===== src/design/rau_pkg.sv =====
// ----------------------------------------------------------------------------
// rau_pkg
// Shared types and constants for the rational arithmetic unit.
// ----------------------------------------------------------------------------
`timescale 1ns / 1ps
`default_nettype none
package rau_pkg;
    localparam int OPERAND_WIDTH_DEF = 16;
    localparam int RES_NUM_W = 32;
    localparam int RES_DEN_W = 30;

    typedef enum logic [1:0] {
        OP_ADD = 2'd0,
        OP_SUB = 2'd1,
        OP_MUL = 2'd2,
        OP_DIV = 2'd3
    } op_t;
endpackage
`default_nettype wire


===== src/design/rau_divider.sv =====
// ----------------------------------------------------------------------------
// rau_divider
// Shared restoring divider, one quotient bit per cycle.
// ----------------------------------------------------------------------------
`timescale 1ns / 1ps
`default_nettype none
module rau_divider #(
    parameter int W = 64
) (
    input  wire logic         clk,
    input  wire logic         rst_n,
    input  wire logic         start,
    input  wire logic [W-1:0] dividend,
    input  wire logic [W-1:0] divisor,
    output logic              done,
    output logic [W-1:0]      quotient,
    output logic [W-1:0]      remainder
);
    localparam int CW = $clog2(W + 1);

    logic [W-1:0]  q_reg, q_next;
    logic [W-1:0]  r_reg, r_next;
    logic [W-1:0]  d_reg, d_next;
    logic [CW-1:0] cnt_reg, cnt_next;
    logic          busy_reg, busy_next;
    logic          done_reg, done_next;
    logic [W:0]    trial;
    logic [W:0]    shifted;

    always_comb
    begin
        q_next    = q_reg;
        r_next    = r_reg;
        d_next    = d_reg;
        cnt_next  = cnt_reg;
        busy_next = busy_reg;
        done_next = 1'b0;
        shifted   = {r_reg, q_reg[W-1]};
        trial     = shifted - {1'b0, d_reg};
        if (start)
        begin
            q_next    = dividend;
            r_next    = '0;
            d_next    = divisor;
            cnt_next  = CW'(W);
            busy_next = 1'b1;
        end
        else if (busy_reg)
        begin
            if (!trial[W])
            begin
                r_next = trial[W-1:0];
                q_next = {q_reg[W-2:0], 1'b1};
            end
            else
            begin
                r_next = shifted[W-1:0];
                q_next = {q_reg[W-2:0], 1'b0};
            end
            cnt_next = cnt_reg - 1'b1;
            if (cnt_reg == CW'(1))
            begin
                busy_next = 1'b0;
                done_next = 1'b1;
            end
        end
    end

    always_ff @(posedge clk or negedge rst_n)
    begin
        if (!rst_n)
        begin
            busy_reg <= 1'b0;
            done_reg <= 1'b0;
            cnt_reg  <= '0;
        end
        else
        begin
            busy_reg <= busy_next;
            done_reg <= done_next;
            cnt_reg  <= cnt_next;
        end
    end

    always_ff @(posedge clk)
    begin
        q_reg <= q_next;
        r_reg <= r_next;
        d_reg <= d_next;
    end

    assign done      = done_reg;
    assign quotient  = q_reg;
    assign remainder = r_reg;
endmodule
`default_nettype wire


===== src/design/rational_arith_unit.sv =====
// ----------------------------------------------------------------------------
// rational_arith_unit
// Fraction add, subtract, multiply and divide with GCD reduction.
// ----------------------------------------------------------------------------
// Usage: the request channel (in_valid/in_ready) carries req_type and two
// fractions; the result channel (out_valid/out_ready) carries res_num,
// res_den and div_zero. One result per request.
// A request is taken only while the block is idle. Cross products are
// formed on a single shared multiplier (three passes, two for divide),
// then the sign is handled. The GCD is a Euclid loop on a shared
// restoring divider of 2*OPERAND_WIDTH+2 bits, one quotient bit per cycle;
// each remainder step is one division, and two more divisions reduce the
// fraction. A zero denominator skips the GCD and returns div_zero with
// 0/1. The next request is taken only after the result handshake.
// Reset clears the sequencer; no request is in flight afterwards.
// A stalled receiver holds the result in the output register; no new
// request is taken until it is collected.
// ----------------------------------------------------------------------------
`timescale 1ns / 1ps
`default_nettype none
module rational_arith_unit #(
    parameter int OPERAND_WIDTH = rau_pkg::OPERAND_WIDTH_DEF
) (
    input  wire logic                          clk,
    input  wire logic                          rst_n,
    input  wire logic                          in_valid,
    output logic                               in_ready,
    input  wire logic [1:0]                    req_type,
    input  wire logic signed [OPERAND_WIDTH-1:0] a_num,
    input  wire logic [OPERAND_WIDTH-2:0]      a_den,
    input  wire logic signed [OPERAND_WIDTH-1:0] b_num,
    input  wire logic [OPERAND_WIDTH-2:0]      b_den,
    output logic                               out_valid,
    input  wire logic                          out_ready,
    output logic signed [rau_pkg::RES_NUM_W-1:0] res_num,
    output logic [rau_pkg::RES_DEN_W-1:0]      res_den,
    output logic                               div_zero
);
    import rau_pkg::*;

    localparam int OW = OPERAND_WIDTH;
    localparam int PW = 2 * OW + 1;
    localparam int MW = 2 * OW + 2;

    typedef enum logic [9:0] {
        S_IDLE  = 10'b0000000001,
        S_M1    = 10'b0000000010,
        S_M2    = 10'b0000000100,
        S_M3    = 10'b0000001000,
        S_PREP  = 10'b0000010000,
        S_GCD   = 10'b0000100000,
        S_DN    = 10'b0001000000,
        S_DD    = 10'b0010000000,
        S_FIN   = 10'b0100000000,
        S_OUT   = 10'b1000000000
    } state_t;

    state_t state_reg, state_next;

    op_t                 op_reg;
    logic signed [OW-1:0] an_reg, bn_reg;
    logic [OW-2:0]       ad_reg, bd_reg;
    logic signed [PW-1:0] n_reg, n_next;
    logic signed [PW-1:0] d_reg, d_next;
    logic [MW-1:0]       x_reg, x_next, y_reg, y_next;
    logic [MW-1:0]       nm_reg, nm_next, dm_reg, dm_next;
    logic                neg_reg, neg_next;
    logic                pend_reg, pend_next;
    logic signed [RES_NUM_W-1:0] rn_reg, rn_next;
    logic [RES_DEN_W-1:0] rd_reg, rd_next;
    logic                dz_reg, dz_next;

    logic signed [OW:0]   mul_a, mul_b;
    logic signed [2*OW+1:0] prod;

    logic            div_start;
    logic            div_done;
    logic [MW-1:0]   div_a, div_b, div_q, div_r;

    rau_divider #(.W(MW)) u_div (
        .clk       (clk),
        .rst_n     (rst_n),
        .start     (div_start),
        .dividend  (div_a),
        .divisor   (div_b),
        .done      (div_done),
        .quotient  (div_q),
        .remainder (div_r)
    );

    always_comb
    begin
        mul_a = '0;
        mul_b = '0;
        case (state_reg)
            S_M1:
            begin
                mul_a = (OW+1)'(an_reg);
                mul_b = (op_reg == OP_MUL) ? (OW+1)'(bn_reg) : $signed({2'b00, bd_reg});
            end
            S_M2:
            begin
                mul_a = (OW+1)'(bn_reg);
                mul_b = $signed({2'b00, ad_reg});
            end
            S_M3:
            begin
                mul_a = $signed({2'b00, ad_reg});
                mul_b = $signed({2'b00, bd_reg});
            end
            default:
            begin
                mul_a = '0;
                mul_b = '0;
            end
        endcase
        prod = mul_a * mul_b;
    end

    always_comb
    begin
        state_next = state_reg;
        n_next     = n_reg;
        d_next     = d_reg;
        x_next     = x_reg;
        y_next     = y_reg;
        nm_next    = nm_reg;
        dm_next    = dm_reg;
        neg_next   = neg_reg;
        pend_next  = 1'b0;
        rn_next    = rn_reg;
        rd_next    = rd_reg;
        dz_next    = dz_reg;
        div_start  = 1'b0;
        div_a      = x_reg;
        div_b      = y_reg;
        case (state_reg)
            S_IDLE:
            begin
                if (in_valid)
                begin
                    state_next = S_M1;
                end
            end
            S_M1:
            begin
                n_next     = PW'(prod);
                state_next = S_M2;
            end
            S_M2:
            begin
                case (op_reg)
                    OP_ADD: n_next = n_reg + PW'(prod);
                    OP_SUB: n_next = n_reg - PW'(prod);
                    OP_DIV: d_next = PW'(prod);
                    default: n_next = n_reg;
                endcase
                state_next = (op_reg == OP_DIV) ? S_PREP : S_M3;
            end
            S_M3:
            begin
                d_next     = PW'(prod);
                state_next = S_PREP;
            end
            S_PREP:
            begin
                nm_next  = n_reg[PW-1] ? MW'(-n_reg) : MW'(n_reg);
                dm_next  = d_reg[PW-1] ? MW'(-d_reg) : MW'(d_reg);
                neg_next = n_reg[PW-1] ^ d_reg[PW-1];
                x_next   = nm_next;
                y_next   = dm_next;
                if (d_reg == '0)
                begin
                    rn_next    = '0;
                    rd_next    = RES_DEN_W'(1);
                    dz_next    = 1'b1;
                    state_next = S_OUT;
                end
                else
                begin
                    dz_next    = 1'b0;
                    state_next = S_GCD;
                    pend_next  = 1'b1;
                end
            end
            S_GCD:
            begin
                if (pend_reg)
                begin
                    if (y_reg == '0)
                    begin
                        div_a      = nm_reg;
                        div_b      = x_reg;
                        div_start  = 1'b1;
                        state_next = S_DN;
                    end
                    else
                    begin
                        div_start = 1'b1;
                    end
                end
                else if (div_done)
                begin
                    x_next    = y_reg;
                    y_next    = div_r;
                    pend_next = 1'b1;
                end
            end
            S_DN:
            begin
                if (div_done)
                begin
                    nm_next    = div_q;
                    div_a      = dm_reg;
                    div_b      = x_reg;
                    div_start  = 1'b1;
                    state_next = S_DD;
                end
            end
            S_DD:
            begin
                if (div_done)
                begin
                    dm_next    = div_q;
                    state_next = S_FIN;
                end
            end
            S_FIN:
            begin
                rn_next    = neg_reg ? RES_NUM_W'(-nm_reg) : RES_NUM_W'(nm_reg);
                rd_next    = RES_DEN_W'(dm_reg);
                state_next = S_OUT;
            end
            S_OUT:
            begin
                if (out_ready)
                begin
                    state_next = S_IDLE;
                end
            end
            default:
            begin
                state_next = S_IDLE;
            end
        endcase
    end

    always_ff @(posedge clk or negedge rst_n)
    begin
        if (!rst_n)
        begin
            state_reg <= S_IDLE;
            pend_reg  <= 1'b0;
        end
        else
        begin
            state_reg <= state_next;
            pend_reg  <= pend_next;
        end
    end

    always_ff @(posedge clk)
    begin
        if (state_reg == S_IDLE && in_valid)
        begin
            op_reg <= op_t'(req_type);
            an_reg <= a_num;
            ad_reg <= a_den;
            bn_reg <= b_num;
            bd_reg <= b_den;
        end
        n_reg   <= n_next;
        d_reg   <= d_next;
        x_reg   <= x_next;
        y_reg   <= y_next;
        nm_reg  <= nm_next;
        dm_reg  <= dm_next;
        neg_reg <= neg_next;
        rn_reg  <= rn_next;
        rd_reg  <= rd_next;
        dz_reg  <= dz_next;
    end

    assign in_ready  = (state_reg == S_IDLE);
    assign out_valid = (state_reg == S_OUT);
    assign res_num   = rn_reg;
    assign res_den   = rd_reg;
    assign div_zero  = dz_reg;
endmodule
`default_nettype wire


===== config.mk =====
export PLATFORM = sky130hd
export DESIGN_NAME = rational_arith_unit
export DESIGN_NICKNAME = d
export VERILOG_FILES = /design/src/design/rau_pkg.sv /design/src/design/rau_divider.sv /design/src/design/rational_arith_unit.sv
export SDC_FILE = /design/constraint.sdc
export NUM_CORES = 2
export LEC_CHECK = 0
export ABC_AREA = 1
export BUFFER_PORTS_ARGS = -buffer_cell sky130_fd_sc_hd__buf_2
export CAP_MARGIN = 20
export CORE_MARGIN = 1.5
export CORE_UTILIZATION = 55
export DETAILED_ROUTE_END_ITERATION = 8
export HOLD_SLACK_MARGIN = 0.1
export PLACE_DENSITY = 0.77
export SETUP_SLACK_MARGIN = 0.2
export SYNTH_ARGS = -nofsm -noshare
export SYNTH_HDL_FRONTEND = slang
export SYNTH_SLANG_ARGS = --single-unit
export TNS_END_PERCENT = 1

===== constraint.sdc =====
create_clock -name clk -period 8.4 [get_ports clk]
set_input_delay 1.26 -clock clk [delete_from_list [all_inputs] [get_ports clk]]
set_output_delay 1.26 -clock clk [all_outputs]
set_load 0.1 [all_outputs]

* Yosys cells after proc, flatten, opt, wreduce, memory -nomap -nowiden *
Index checks and enable logic that the tools add are counted.

operators by class
  $add $sub $neg = 7
  multipliers = 1
  equality and inequality tests = 25
  multiplexer cells = 59
  bitwise logic cells = 1
  reduce and logical (&&, ||, !) cells = 18

operators by type and width
  operator                                       number
  two-way mux 34 bit                             16
  case mux 34 bit (2 select lines)               6
  case mux 33 bit (2 select lines)               3
  case mux 17 bit (3 select lines)               2
  case mux 10 bit (10 select lines)              1
  two-way mux 10 bit                             7
  negator 33 -> 34 bit                           2
  two-way mux 32 bit                             2
  case mux 32 bit (2 select lines)               1
  case mux 30 bit (2 select lines)               1
  subtractor 35 x 34 -> 35 bit                   1
  logical NOT 34 bit                             1
  adder 33 bit                                   1
  logical NOT 33 bit                             1
  multiplier 17 x 17 -> 33 bit                   1
  two-way mux 33 bit                             1
  subtractor 33 bit                              1
  negator 32 bit                                 1
  two-way mux 30 bit                             1
  two-way mux 17 bit                             1
  nonzero test 2 bit                             7
  two-way mux 1 bit                              12
  two-way mux 6 bit                              2
  inequality test 2 bit (second input constant)  6
  other kinds (24)                               33

word-level totals
  register bits = 451
  input port bits = 68
  output and inout bits = 65
  word-level logic and storage cells = 134

* Longest topological paths before layout *
  depth after elaboration = 7
  gate-level depth with buffers = 53
  depth with buffers taken out = 51

* By module *
From an unflattened synthesis, not the netlist that was laid out.

unflattened totals
  cell total of the unflattened synthesis = 4,821
  area, all modules = 38,124.1 um2

by module, submodules not included
  module               instances  cells an instance  area each (um2)  sequential area each (um2)
  rational_arith_unit  1          3,804              31,047.3         10,186.0
  rau_divider          1          1,017              7,076.8          2,922.8

* Worst setup path before layout *
No wires, ideal clock.

  kind = register to register
  start point = reg state_reg[0]
  end point = reg n_reg[29] (data pin)
  setup time = 281 ps
  arrival = 8,273 ps
  required time = 8,119 ps
  slack = -155 ps
  cell stages (with the launch flop) = 40
  path buffers = 2
  clock period less this slack = 8,555 ps
  path through = dfstp_2 nor2_1 nand2_1 inv_1 nand4_1 inv_1 buf_4 a32o_1 a21oi_1 clkbuf_1 nor2_1 fa_1 fa_1 fa_1 fa_1 fa_1 inv_1 fa_1 [... 4 more ...] and2_1 nand3_1 nand3_2 xor2_2 nor2_1 nand4_1 nand2_2 nand2_1 xor2_1 ha_1 nand2_1 nor2_1 inv_1 nor3_1 a2111oi_0 nand3_1 nand3_1 o21ai_0

between the ends
  word-level cells in the longest chain between the ends = 6
  elaborated cells between the ends (all ways) = 10
  classes of those cells = 2 x add/sub; 1 x mul; 3 x eq/ne; 4 x mux

ends and longest elaborated chain
  element                                                   RTL line                                                text
  from (decl)                                               rational_arith_unit.sv:58                               state_t state_reg, state_next;
  from (signal assigned)                                    rational_arith_unit.sv:257                              state_reg <= state_next;
  equality test 10 x 4 -> 1 bit (tied with other cells)     rational_arith_unit.sv:95                               case (state_reg)
  case mux 17 bit (3 select lines)                          rational_arith_unit.sv:95
  multiplier 17 x 17 -> 33 bit                              rational_arith_unit.sv:117                              prod = mul_a * mul_b;
  subtractor 33 bit / adder 33 bit (equally long branches)  rational_arith_unit.sv:154, rational_arith_unit.sv:153
  case mux 33 bit (2 select lines)                          rational_arith_unit.sv:152                              case (op_reg)
  case mux 33 bit (2 select lines) (*)                      rational_arith_unit.sv:137                              case (state_reg)
  via n_next[29]                                            rational_arith_unit.sv:63                               logic signed [PW-1:0] n_reg, n_next;
  to (signal assigned)                                      rational_arith_unit.sv:272                              n_reg <= n_next;
  to (decl)                                                 rational_arith_unit.sv:63

The timed path passes the listed nets; every way through them passes the cells marked *.
A chain may end at the register's enable or synchronous reset.

* Worst setup path after layout *
Same ends and word-level chain as after synthesis.

==> impl_results.md <==
* Outcome: finished, violations left
* Violated checks: negative setup slack
* Residual DRC count at 0
* Maximum vdd drop at 0.5252 mV
* Largest stage delay on the critical path at 0.63 ns
* Post-synth cell types at 66
* Cell area after layout at 43300 um^2
* Internal portion of total power at 8.420 mW
* Post-synth top area cell: sky130_fd_sc_hd__edfxtp_1
* Launch instance of the worst register-to-register path: state_reg[0]
* Path class of the lowest-slack min-delay path: reg -> reg
* Number of warnings issued by yosys at 0
* Worst EP required at 8.73 ns
* Final hold violation count at 0
* Max-slew violation count at 0
* Async S/R FF share, synth at 4.213%
* Relative slew slack at 25.13%
* Average via count per standard cell at 5.614
* Actual transition at the worst max-transition pin at 1.115 ns
* Vias in the first global route at 31.82k
* I/O Pins at 133
* Area share of the largest cell type after synthesis at 33.02%
* Predominant post-synthesis flop cell: sky130_fd_sc_hd__edfxtp_1
* Num Clock Sinks at 451
* Most repeated library cell on the critical path: sky130_fd_sc_hd__nand2_1
* Starting Density at 55.94%
* Syn_area_per_cell at 8.674 um^2
* Height of the die at 259.5 um
* Main area contributors after synthesis: sky130_fd_sc_hd__edfxtp_1 (33%), sky130_fd_sc_hd__fa_1 (16%), sky130_fd_sc_hd__inv_1 (8.3%)
* Antenna Violating Nets Remaining at 0
* Shortest clock period the worst path allows after layout at 8.771 ns
* Net load switching power at 6.859 mW
* Number of buffers added by the clock tree synthesis step at 47
* Number of filler cells placed in the layout at 5145
* Type of element capturing the critical path: register
* Initial drt markers at 2737
* DR pass1 iterations at 6
* Detailed-placement wirelength estimate at 79990 um
* Type of origin of the critical path: register
* Power Total at 15.28 mW
* Net count, final at 5161
* Register bit total from synthesis at 451
* CP startpoint: state_reg[0]
* Reg-to-Reg End: n_reg[29]
* Clock Skews at 0.04243 ns
* Post-Syn Area at 36190 um^2
* Slowest library cell on the worst path: sky130_fd_sc_hd__fa_2
* Clock root buffer: sky130_fd_sc_hd__clkbuf_16
* Pin count of the biggest net entering global routing at 120
* Summed negative setup slack over all endpoints at -3.843 ns
* Buffers & Inverters on Critical Path at 11
* Final cell count without fillers at 5548
* Remaining Overflow, GRT at 0
* Part of the Yosys area used for sequential elements at 36.22%
* Relative contribution of sequential cells to total power at 19.2%
* Arrival @ worst endpoint at 9.10 ns
* Cell row count at 93
* Gate count after technology mapping at 4172
* Reg2Reg Depth at 43
* Full die area at 67350 um^2
* Category of cells accounting for the largest share of critical-path delay: adder cells
* Fraction of layout cells with a size suffix above 1 at 20.29%
* Total nets after synthesis at 4679
* Share of power burned in the clock network at 13.7%
* Input/output buffers at 132
* Worst-case hold slack at 0.4985 ns
* Placement Cell Area at 40460 um^2
* Leakage power summed over all cells at 19.69 nW
* Worst setup slack before clock tree synthesis at -0.7711 ns
* Biggest fanout along the worst timing path at 4
* Register-to-Register Setup Slack at -0.37 ns
* Number of antenna violations at the first check in global routing at 0
* Fmax at 0.1140 GHz
* Clock latency reported for the late side of the worst-skew pair at 0.63 ns
* CTS tree: done
* Number of setup violations in the final report at 17
* Crit path capture: n_reg[29]
* Final Cycle Share at 104.4%
* Number of enable-type register cells in the synthesized netlist at 398
* Longest Clk Path Bufs at 3
* Unrepaired setup endpoints after global routing: yes
* Global-route wire length before repair at 165400 um
* Critical path class: reg -> reg
* PD cells at 352.9 nW/um^2
* DRT Wirelength at 104100 um
* Core Region at 64700 um^2
* Part of the total power dissipated in combinational logic at 67.2%
* CP Depth at 43
* Post-Route Utilization at 66.93%
* Final antenna diode count at 0
* Most instantiated library cell after synthesis: sky130_fd_sc_hd__inv_1
* Die X at 259.5 um
* Net switching fraction of the power at 44.89%
* Clock edge transition at the registers on the reported setup and hold paths at 0.06 ns
* List of most frequent post-synthesis cells: sky130_fd_sc_hd__inv_1 (799), sky130_fd_sc_hd__nand2_1 (678), sky130_fd_sc_hd__nor2_1 (419), sky130_fd_sc_hd__edfxtp_1 (398), sky130_fd_sc_hd__o21ai_0 (333)
* Final setup slack of the worst path at -0.3715 ns
* All-Layer GR Usage at 31.39%
* Area grow syn2layout at 19.64%
* DR WL/cell at 18.76 um
* Routability Congestion at 0.9875
* Total number of vias at 31.15k
* Placed Cells at 5412
* Maximum level of the CTS H-tree at 2
* Max_cap viols at 0
metal layers:
metal	part of all wire (%)	global-route usage, %	vias to the layer above
li1	-	-	14490
met1	37	37.31	14990
met2	50	55.60	1353
met3	7.4	4.501	310
met4	5.3	15.44	0
met5	0	0	-
placed cells by master (no fill, tap or decap), types with 20 or more instances in the layout:
master                      synthesis  layout
sky130_fd_sc_hd__inv_1            799     776
sky130_fd_sc_hd__nand2_1          678     646
sky130_fd_sc_hd__buf_4              4     403
sky130_fd_sc_hd__edfxtp_1         398     398
sky130_fd_sc_hd__nor2_1           419     387
sky130_fd_sc_hd__o21ai_0          333     313
sky130_fd_sc_hd__fa_1             283     277
sky130_fd_sc_hd__a21oi_1          210     174
sky130_fd_sc_hd__ha_1             156     134
sky130_fd_sc_hd__buf_2             16     132
sky130_fd_sc_hd__nand3_1          117     113
sky130_fd_sc_hd__xor2_1            85      82
sky130_fd_sc_hd__xnor2_1           63      63
sky130_fd_sc_hd__nand2_2           28      54
sky130_fd_sc_hd__clkbuf_16          0      47
sky130_fd_sc_hd__nand4_1           46      46
sky130_fd_sc_hd__a21oi_2           10      44
sky130_fd_sc_hd__o22ai_1           44      41
sky130_fd_sc_hd__inv_2             15      35
sky130_fd_sc_hd__o211ai_1          35      35
sky130_fd_sc_hd__o21ai_1           23      34
sky130_fd_sc_hd__dfxtp_1           34      34
sky130_fd_sc_hd__a211oi_1          33      32
sky130_fd_sc_hd__nor2_2            14      31
sky130_fd_sc_hd__nor3_1            40      30
sky130_fd_sc_hd__nor2_4             8      23
sky130_fd_sc_hd__ha_4               0      20
area by class of cell:
type	instances	area (um^2)	area share [%]
Multi-Input combinational cell	2775	20510	47.37
Sequential cell	451	13110	30.28
Timing Repair Buffer	556	3984	9.201
Inverter	823	3107	7.175
Clock buffer	60	1235	2.852
Tap cell	855	1070	2.471
Clock inverter	28	284.0	0.6560
repair_timing:
action                     CTS  global route
hold buffers                 0             0
setup endpoints to repair   19            21
resized for setup          123           108
pin swaps                   67            72
buffers inserted            28            19
tightest hold or removal path, delay by kind of cell, from the launching register on:
| kind | cells | cell delay (ns) |
|---|---|---|
| simple gates | 2 | 0.11 |
| flops | 1 | 0.34 |
power groups by stage:
stage / registers [mW] / clock network, mW / logic, mW
floorplan: 2.91 / 0 / 4.89
global placement: 2.95 / 0 / 8.35
detailed placement: 2.96 / 0 / 8.42
CTS: 2.91 / 2.11 / 9.19
global route: 2.94 / 2.18 / 11.1
finish: 2.93 / 2.09 / 10.3
worst min-delay path by stage:
stage / startpoint / to / slack [ns] / depth (start not counted)
after floorplan: u_div.remainder[2] / u_div.remainder[2] / 0.46 / 2
after global placement: u_div.remainder[2] / u_div.remainder[2] / 0.48 / 2
after detailed placement: u_div.remainder[2] / u_div.remainder[2] / 0.48 / 2
after CTS: u_div.remainder[2] / u_div.remainder[2] / 0.50 / 2
after global routing: u_div.remainder[2] / u_div.remainder[2] / 0.53 / 2
final: u_div.remainder[2] / u_div.remainder[2] / 0.50 / 2
cells by family (layout without fill, tap and decap cells):
family / count (synthesis) / in the layout / share of synthesized area [%]
buffers and inverters: 946 / 1467 / 9.981
AO/OA/AOI/OAI: 761 / 761 / 11.88
AND/OR/NAND/NOR: 1420 / 1420 / 16.97
adder cells (fa/ha/maj): 439 / 439 / 21.05
XOR/XNOR: 155 / 155 / 3.896
flip-flops: 451 / 451 / 36.22
No activity file was read; power rests on OpenSTA's default activity.
